$ cat src/sv/rrsd_pkg.sv
`timescale 1ns / 1ps

package rrsd_pkg;

    localparam int NUM_SERVERS = 16;
    localparam int IDX_W       = (NUM_SERVERS > 1) ? $clog2(NUM_SERVERS) : 1;
    localparam int SID_W       = 6;
    localparam int NSRV_W      = 7;
    localparam int TIME_W      = 32;
    localparam int FIN_W       = TIME_W + 1;
    localparam int CNT_W       = 32;
    localparam int IN_DATA_W   = 64;
    localparam int OUT_DATA_W  = 40;

    localparam logic [NSRV_W-1:0] NSRV_RESET = NSRV_W'(16);

    typedef enum logic [2:0] {
        ST_IDLE,
        ST_FREE,
        ST_PICK,
        ST_DISP,
        ST_MAX,
        ST_EMIT
    } state_t;

    typedef struct packed {
        logic accept;
        logic free_calc;
        logic pick_calc;
        logic disp_commit;
        logic max_step;
        logic emit_step;
    } cmd_t;

    typedef struct packed {
        logic idx_last;
        logic hit;
        logic out_free;
    } stat_t;

endpackage

$ cat src/sv/rrsd_ctrl.sv
`timescale 1ns / 1ps

module rrsd_ctrl (
    input  logic          clk,
    input  logic          rst_n,
    input  logic          in_valid,
    input  logic          in_mode,
    output logic          in_ready,
    output rrsd_pkg::cmd_t  cmd,
    input  rrsd_pkg::stat_t stat
);
    import rrsd_pkg::*;

    state_t state_reg;
    state_t state_next;

    always_ff @(posedge clk or negedge rst_n)
    begin
        if (!rst_n)
        begin
            state_reg <= ST_IDLE;
        end
        else
        begin
            state_reg <= state_next;
        end
    end

    always_comb
    begin
        state_next = state_reg;
        cmd        = '0;
        in_ready   = 1'b0;
        unique case (state_reg)
            ST_IDLE:
            begin
                in_ready = 1'b1;
                if (in_valid)
                begin
                    cmd.accept = 1'b1;
                    state_next = in_mode ? ST_MAX : ST_FREE;
                end
            end
            ST_FREE:
            begin
                cmd.free_calc = 1'b1;
                state_next    = ST_PICK;
            end
            ST_PICK:
            begin
                cmd.pick_calc = 1'b1;
                state_next    = ST_DISP;
            end
            ST_DISP:
            begin
                if (stat.out_free)
                begin
                    cmd.disp_commit = 1'b1;
                    state_next      = ST_IDLE;
                end
            end
            ST_MAX:
            begin
                cmd.max_step = 1'b1;
                if (stat.idx_last)
                begin
                    state_next = ST_EMIT;
                end
            end
            ST_EMIT:
            begin
                if (!stat.hit || stat.out_free)
                begin
                    cmd.emit_step = 1'b1;
                    if (stat.idx_last)
                    begin
                        state_next = ST_IDLE;
                    end
                end
            end
            default:
            begin
                state_next = ST_IDLE;
            end
        endcase
    end

endmodule

$ cat src/sv/rrsd_dp.sv
`timescale 1ns / 1ps

module rrsd_dp (
    input  logic                           clk,
    input  logic                           rst_n,
    input  rrsd_pkg::cmd_t                 cmd,
    output rrsd_pkg::stat_t                stat,
    input  logic                           cfg_we,
    input  logic [rrsd_pkg::NSRV_W-1:0]    cfg_wdata,
    input  logic                           in_mode,
    input  logic [rrsd_pkg::TIME_W-1:0]    in_arrival,
    input  logic [rrsd_pkg::TIME_W-1:0]    in_load,
    output logic                           out_valid,
    input  logic                           out_ready,
    output logic [rrsd_pkg::SID_W-1:0]     out_id,
    output logic                           out_acc,
    output logic                           out_rep,
    output logic [rrsd_pkg::CNT_W-1:0]     out_cnt,
    output logic                           out_last
);
    import rrsd_pkg::*;

    logic [NSRV_W-1:0]      nsrv_reg;
    logic [FIN_W-1:0]       busy_reg [NUM_SERVERS];
    logic [CNT_W-1:0]       cnt_reg  [NUM_SERVERS];
    logic [SID_W-1:0]       start_reg;

    logic                   mode_reg;
    logic [TIME_W-1:0]      t_reg;
    logic [TIME_W-1:0]      load_reg;
    logic [IDX_W-1:0]       kmax_reg;
    logic [NUM_SERVERS-1:0] free_reg;
    logic [IDX_W-1:0]       pick_reg;
    logic                   found_reg;
    logic [IDX_W-1:0]       idx_reg;
    logic [CNT_W-1:0]       best_reg;
    logic [IDX_W-1:0]       lastid_reg;

    logic                   out_valid_reg;
    logic [SID_W-1:0]       out_id_reg;
    logic                   out_acc_reg;
    logic                   out_rep_reg;
    logic [CNT_W-1:0]       out_cnt_reg;
    logic                   out_last_reg;

    logic [IDX_W-1:0]       kmax_next;
    logic [NUM_SERVERS-1:0] free_next;
    logic [IDX_W-1:0]       start_eff;
    logic [IDX_W-1:0]       start_next;
    logic [IDX_W-1:0]       pick_hi;
    logic [IDX_W-1:0]       pick_lo;
    logic                   hi_any;
    logic [IDX_W-1:0]       rd_idx;
    logic [CNT_W-1:0]       cnt_rd;
    logic [CNT_W-1:0]       cnt_inc;
    logic [FIN_W-1:0]       fin_next;
    logic                   out_free;
    logic                   hit;
    logic                   idx_last;
    logic                   emit_load;

    always_comb
    begin
        if (nsrv_reg == '0)
        begin
            kmax_next = '0;
        end
        else if (nsrv_reg > NSRV_W'(NUM_SERVERS))
        begin
            kmax_next = IDX_W'(NUM_SERVERS - 1);
        end
        else
        begin
            kmax_next = IDX_W'(nsrv_reg - NSRV_W'(1));
        end
    end

    always_comb
    begin
        for (int i = 0; i < NUM_SERVERS; i++)
        begin
            free_next[i] = (busy_reg[i] <= {1'b0, t_reg}) && (IDX_W'(i) <= kmax_reg);
        end
    end

    always_comb
    begin
        start_eff = (start_reg <= SID_W'(kmax_reg)) ? IDX_W'(start_reg) : '0;
        start_next = (start_eff == kmax_reg) ? '0 : start_eff + IDX_W'(1);
        pick_hi = '0;
        pick_lo = '0;
        hi_any  = 1'b0;
        for (int i = NUM_SERVERS - 1; i >= 0; i--)
        begin
            if (free_reg[i])
            begin
                pick_lo = IDX_W'(i);
                if (IDX_W'(i) >= start_eff)
                begin
                    pick_hi = IDX_W'(i);
                    hi_any  = 1'b1;
                end
            end
        end
    end

    assign rd_idx    = mode_reg ? idx_reg : pick_reg;
    assign cnt_rd    = cnt_reg[rd_idx];
    assign cnt_inc   = (cnt_rd == '1) ? cnt_rd : cnt_rd + CNT_W'(1);
    assign fin_next  = {1'b0, t_reg} + {1'b0, load_reg};
    assign out_free  = !out_valid_reg || out_ready;
    assign hit       = (cnt_rd == best_reg);
    assign idx_last  = (idx_reg == kmax_reg);
    assign emit_load = cmd.emit_step && hit;

    assign stat.idx_last = idx_last;
    assign stat.hit      = hit;
    assign stat.out_free = out_free;

    always_ff @(posedge clk or negedge rst_n)
    begin
        if (!rst_n)
        begin
            nsrv_reg  <= NSRV_RESET;
            start_reg <= '0;
            for (int i = 0; i < NUM_SERVERS; i++)
            begin
                busy_reg[i] <= '0;
                cnt_reg[i]  <= '0;
            end
        end
        else
        begin
            if (cfg_we)
            begin
                nsrv_reg <= cfg_wdata;
            end
            if (cmd.pick_calc)
            begin
                start_reg <= SID_W'(start_next);
            end
            if (cmd.disp_commit && found_reg)
            begin
                busy_reg[pick_reg] <= fin_next;
                cnt_reg[pick_reg]  <= cnt_inc;
            end
        end
    end

    always_ff @(posedge clk)
    begin
        if (cmd.accept)
        begin
            mode_reg   <= in_mode;
            t_reg      <= in_arrival;
            load_reg   <= in_load;
            kmax_reg   <= kmax_next;
            idx_reg    <= '0;
            best_reg   <= '0;
            lastid_reg <= '0;
        end
        if (cmd.free_calc)
        begin
            free_reg <= free_next;
        end
        if (cmd.pick_calc)
        begin
            pick_reg  <= hi_any ? pick_hi : pick_lo;
            found_reg <= |free_reg;
        end
        if (cmd.max_step)
        begin
            if (cnt_rd > best_reg)
            begin
                best_reg   <= cnt_rd;
                lastid_reg <= idx_reg;
            end
            else if (cnt_rd == best_reg)
            begin
                lastid_reg <= idx_reg;
            end
        end
        if (cmd.max_step || cmd.emit_step)
        begin
            idx_reg <= idx_last ? '0 : idx_reg + IDX_W'(1);
        end
    end

    always_ff @(posedge clk or negedge rst_n)
    begin
        if (!rst_n)
        begin
            out_valid_reg <= 1'b0;
        end
        else if (cmd.disp_commit || emit_load)
        begin
            out_valid_reg <= 1'b1;
        end
        else if (out_ready)
        begin
            out_valid_reg <= 1'b0;
        end
    end

    always_ff @(posedge clk)
    begin
        if (cmd.disp_commit)
        begin
            out_id_reg   <= found_reg ? SID_W'(pick_reg) : '0;
            out_acc_reg  <= found_reg;
            out_rep_reg  <= 1'b0;
            out_cnt_reg  <= found_reg ? cnt_inc : '0;
            out_last_reg <= 1'b1;
        end
        else if (emit_load)
        begin
            out_id_reg   <= SID_W'(idx_reg);
            out_acc_reg  <= 1'b1;
            out_rep_reg  <= 1'b1;
            out_cnt_reg  <= best_reg;
            out_last_reg <= (idx_reg == lastid_reg);
        end
    end

    assign out_valid = out_valid_reg;
    assign out_id    = out_id_reg;
    assign out_acc   = out_acc_reg;
    assign out_rep   = out_rep_reg;
    assign out_cnt   = out_cnt_reg;
    assign out_last  = out_last_reg;

endmodule

$ cat src/sv/round_robin_server_dispatch.sv
`timescale 1ns / 1ps
// Round-robin dispatcher over a bank of servers with per-server finish times.
// Input stream (s_axis): tuser carries the mode (0 dispatch, 1 report); tdata
// carries arrival_time in bits 31:0 and load_time in bits 63:32.
// Output stream (m_axis): tdata carries server_id, accepted and busiest_count;
// tuser marks a report beat; tlast marks the final beat caused by one input.
// cfg_we/cfg_wdata set the number of servers in use; write only while idle.
// After accept, a dispatch runs the parallel free compare, then the rotating
// priority encoder, then commits the chosen server and loads the output
// register once it is free. The next input is taken in the cycle after the
// result is loaded, so no new input is taken while a dispatch is in progress.
// A report scans the servers in use twice (max pass, emit pass), one per
// cycle except that the emit pass stalls on a matching server while the output
// register is full; the next input is taken in the cycle after the emit pass ends.
// Reset clears all finish times, counts and the start index, and sets the
// server count to 16. When m_axis_tready is low the result beat is held in
// the output register and the block waits before loading the next one.
module round_robin_server_dispatch (
    input  logic                                 clk,
    input  logic                                 rst_n,
    input  logic                                 cfg_we,
    input  logic [rrsd_pkg::NSRV_W-1:0]          cfg_wdata,
    input  logic                                 s_axis_tvalid,
    output logic                                 s_axis_tready,
    input  logic [rrsd_pkg::IN_DATA_W-1:0]       s_axis_tdata,  // arrival_time, load_time
    input  logic                                 s_axis_tuser,  // mode
    output logic                                 m_axis_tvalid,
    input  logic                                 m_axis_tready,
    output logic [rrsd_pkg::OUT_DATA_W-1:0]      m_axis_tdata,  // server_id, accepted,
                                                                // busiest_count, pad
    output logic                                 m_axis_tuser,  // is_report
    output logic                                 m_axis_tlast
);
    import rrsd_pkg::*;

    cmd_t              cmd;
    stat_t             stat;
    logic [SID_W-1:0]  out_id;
    logic              out_acc;
    logic [CNT_W-1:0]  out_cnt;

    rrsd_ctrl u_ctrl (
        .clk      (clk),
        .rst_n    (rst_n),
        .in_valid (s_axis_tvalid),
        .in_mode  (s_axis_tuser),
        .in_ready (s_axis_tready),
        .cmd      (cmd),
        .stat     (stat)
    );

    rrsd_dp u_dp (
        .clk        (clk),
        .rst_n      (rst_n),
        .cmd        (cmd),
        .stat       (stat),
        .cfg_we     (cfg_we),
        .cfg_wdata  (cfg_wdata),
        .in_mode    (s_axis_tuser),
        .in_arrival (s_axis_tdata[TIME_W-1:0]),
        .in_load    (s_axis_tdata[2*TIME_W-1:TIME_W]),
        .out_valid  (m_axis_tvalid),
        .out_ready  (m_axis_tready),
        .out_id     (out_id),
        .out_acc    (out_acc),
        .out_rep    (m_axis_tuser),
        .out_cnt    (out_cnt),
        .out_last   (m_axis_tlast)
    );

    assign m_axis_tdata = {1'b0, out_cnt, out_acc, out_id};

endmodule
$ cat config.mk
export PLATFORM = sky130hd
export DESIGN_NAME = round_robin_server_dispatch
export DESIGN_NICKNAME = d
export VERILOG_FILES = /design/src/sv/rrsd_pkg.sv /design/src/sv/rrsd_ctrl.sv /design/src/sv/rrsd_dp.sv /design/src/sv/round_robin_server_dispatch.sv
export SDC_FILE = /design/constraint.sdc
export NUM_CORES = 2
export LEC_CHECK = 0
export BUFFER_PORTS_ARGS = -buffer_cell sky130_fd_sc_hd__buf_2
export CAP_MARGIN = 10
export CORE_UTILIZATION = 50
export CTS_BUF_LIST = sky130_fd_sc_hd__clkbuf_8
export DETAILED_ROUTE_END_ITERATION = 6
export GPL_ROUTABILITY_DRIVEN = 0
export MAX_ROUTING_LAYER = met4
export PLACE_DENSITY = 0.66
export SYNTH_ARGS = -nofsm -noshare
export SYNTH_HDL_FRONTEND = slang
export SYNTH_SLANG_ARGS = --single-unit
$ cat constraint.sdc
create_clock -name clk -period 11 [get_ports clk]
set_clock_uncertainty 0.2 [all_clocks]
set_input_delay 0.55 -clock clk [delete_from_list [all_inputs] [get_ports clk]]
set_output_delay 0.55 -clock clk [all_outputs]
set_load 0.01 [all_outputs]
==> flow_summary.yaml <==
status:
  outcome: "finished, final reports clean"
hold_path:
  hp-class: "primary input to asynchronous set/reset pin"
clock_network:
  cts_tree: "yes"
  clk_pin_slew_worst_paths_ns: 0.07
  root_buffer: "clkbuf_8"
  h-tree-depth: 4
  cts_sinks: 1224
  cts_buffers: 207
  cts.path.max_buffers: 3
  worstSkewPairLatency_ns: 0.94
global_route:
  antenna_found_initial: 8
  grt_pass1_vias: 48216
  grt_max_degree: 189
  grt_usage_pct: 30.4
  overflow: 0
  grt_pass1_wl_um: 292000
synth:
  synth_xor_area_share_pct: 0.889
  yosys_warnings: 0
  synthAdderAreaFrac_pct: 11.5
  synth-simple-area-share_pct: 14.3
  synth_ff_type: "dfrtp_1"
  synth_seq_cells: 1224
  avgSynthCellArea_sq_um: 9.97
  synthCells: 6421
  synth_top_family_by_area: "compound AO/OA/AOI/OAI gates"
  synth_edf_count: 131
  synth_compound_area_share_pct: 14.7
  muxShareOfSynthArea_pct: 6.72
  synthArstFlopShare_pct: 86.2
  synth_cell_types: 96
  yosysSeqAreaShare_pct: 48.6
  synth_area_sq_mm: 0.0640
timing:
  rsz0062_at_grt: "false"
  period_needed_ns: 7.47
  setup_viol: 0
  max_slew_margin_pct: 16.0
  finalHoldViolations: 0
  drv_slew: 0
  worst_pin_slew_ns: 1.25
  fin_crit_sh_pct: 67.9
  max_freq_mhz: 134
  finalSetupTns_ns: 0
setup_path:
  critPathTopFamily: "simple AND/OR/NAND/NOR gates"
  critPathKind: "register to register"
  slowest_delay_ns: 0.94
  crit_chain: "mux2i_4, buf_4, nand2_1, nand3_1, a32oi_1, and2_1, inv_1, ha_1, nand4_1, nor4_1, nand3_1, or3_1, nand2_2, buf_4"
  cp_num_buf_inv: 3
  cp-end-kind: "register"
  worstPathArrival_ns: 7.82
  start_kind: "register"
  crit_path_top_delay_cell: "mux2i_4"
  worstPathRequired_ns: 11.35
  cp_max_fo: 71
pwr:
  power_density_mw_per_mm2: 239
  leakage_nw: 34.6
  vdd_drop_max_mv: 0.201
floorplanning:
  core_sq_mm: 0.126
  pin_count: 121
  rows: 130
  die_y_um: 360
  die_area_sq_mm: 0.130
  die_w_um: 360
  start_util_pct: 50.7
routing:
  first_iter_violations: 4587
  wl_um: 191000
  drcViolationCount: 0
  dr.pass1.iters: 5
  wl_per_cell_um: 22.8
  detail-route-antenna-nets: 0
  via_per_inst: 5.97
  route.vias.total: 50056
finish:
  final_util_pct: 56.7
  syn_to_final_growth_pct: 12.0
  drive_above_1_share_pct: 12.3
  nFillCells: 10898
  layout.nets: 7224
  largest_reg_flops: 528
flow_run:
  maxCapViolations: 0
place:
  io_buffer_count: 117
  hpwl_um: 123000
## area by class of cell
type                       instances  area (sq um)  area share [%]
clock buffer                     277          3810            5.32
timing repair buffer             318          2390            3.33
sequential                      1224         31100            43.4
tap                             1650          2060            2.88
multi-input combinational       4681         31200            43.5
clock inverter                   101           629           0.878
inverter                         128           483           0.673
antenna                            6          15.0          0.0209
## logic make-up (layout without fill, tap and decap cells)
family	count (synthesis)	count (layout)
simple gates	2060	2060
buf+inv	518	824
mux	341	341
fa+ha+maj	587	587
compound gates	1625	1625
other cells	1	9
flops	1224	1224
xor+xnor	65	65
## placed cells by master, fill, tap and decap left out, types with 176 or more instances in the layout
cell      count
nor2_1      176
dfrtp_1    1054
nand3_1     177
ha_1        586
inv_1       185
clkbuf_8    277
nand2_1    1260
a21o_1      188
a21oi_1     182
o21ai_0     972
## routing by layer
metal / global-route usage [%] / vias up / wire length (um)
met4: 9.07 / 0 / 5220
met2: 44.3 / 1867 / 83700
met3: 5.50 / 322 / 16100
met1: 43.4 / 24775 / 86400
met5: - / - / 0
li1: - / 23092 / -
## cells in the mapped netlist (all sizes together), types with 6 or more instances
library cell	n	area, sq um
xor2	12	105
edfxtp	131	3930
o21ai	1006	5070
mux4	58	1310
a22oi	6	45.0
a21oi	183	916
and4	12	105
inv	125	469
buf	88	546
or3	27	169
a31oi	11	68.8
nand2	1273	4780
nand3	182	923
dfrtp	1054	26400
mux2	124	1400
a311oi	6	52.6
a21o	188	1410
o22ai	21	138
nor2b	70	438
and2	18	113
a221oi	10	87.6
ha	586	7330
mux2i	159	1600
nand4b	18	158
nand2b	54	338
nand4	118	738
or2	9	56.3
nor2	178	668
a32oi	22	208
a211oi	23	173
dfxtp	38	761
and3	17	108
o311ai	6	52.6
nor3	41	220
o211ai	13	97.6
o21a	46	345
nor4	28	215
o31ai	29	218
xnor2	53	464
clkbuf	302	1130
## power by group
part           switching [W]  leakage (nW)  internal (W)
logic                0.00420          16.1       0.00223
registers           0.000673          15.9       0.00570
clock network        0.00196          2.53       0.00237
total                0.00683          34.6        0.0103
## repair_timing
action,4_1_cts,5_1_grt
setup buffers,0,0
hold endpoints to repair,172,0
resized for setup,0,0
hold buffers,83,0
## final timing paths
kind	from	to	slack (ns)	cells after the start
worst min register to register	u_dp.best_reg[10]	u_dp.best_reg[10]	0.26	2
worst min-delay path	rst_n	u_dp.busy_reg[343]	0.10	2
max in group asynchronous	rst_n	u_dp.cnt_reg[470]	8.21	4
worst max register to register	u_dp.mode_reg	u_dp.out_cnt[8]	3.53	14
min in group clk	s_axis_tdata[57]	u_dp.load_reg[25]	0.14	2
worst max-delay path	u_dp.mode_reg	u_dp.out_cnt[8]	3.53	14
## through the flow
step           setup WS (ns)  cell area, sq um  power, W  hold WS (ns)  std cells
6_report                3.53             71700    0.0171         0.102       8385
2_1_floorplan           5.94             64100    0.0105        0.0544       6423
4_1_cts                 3.67             71600    0.0171        0.0631       8372
3_5_place_dp            3.68             66400    0.0127         0.248       7911
3_3_place_gp            3.80             66400    0.0125         0.241       7910
5_1_grt                 3.20             71700    0.0182        0.0987       8382
Note: power is estimated with default switching activity, not from simulation.
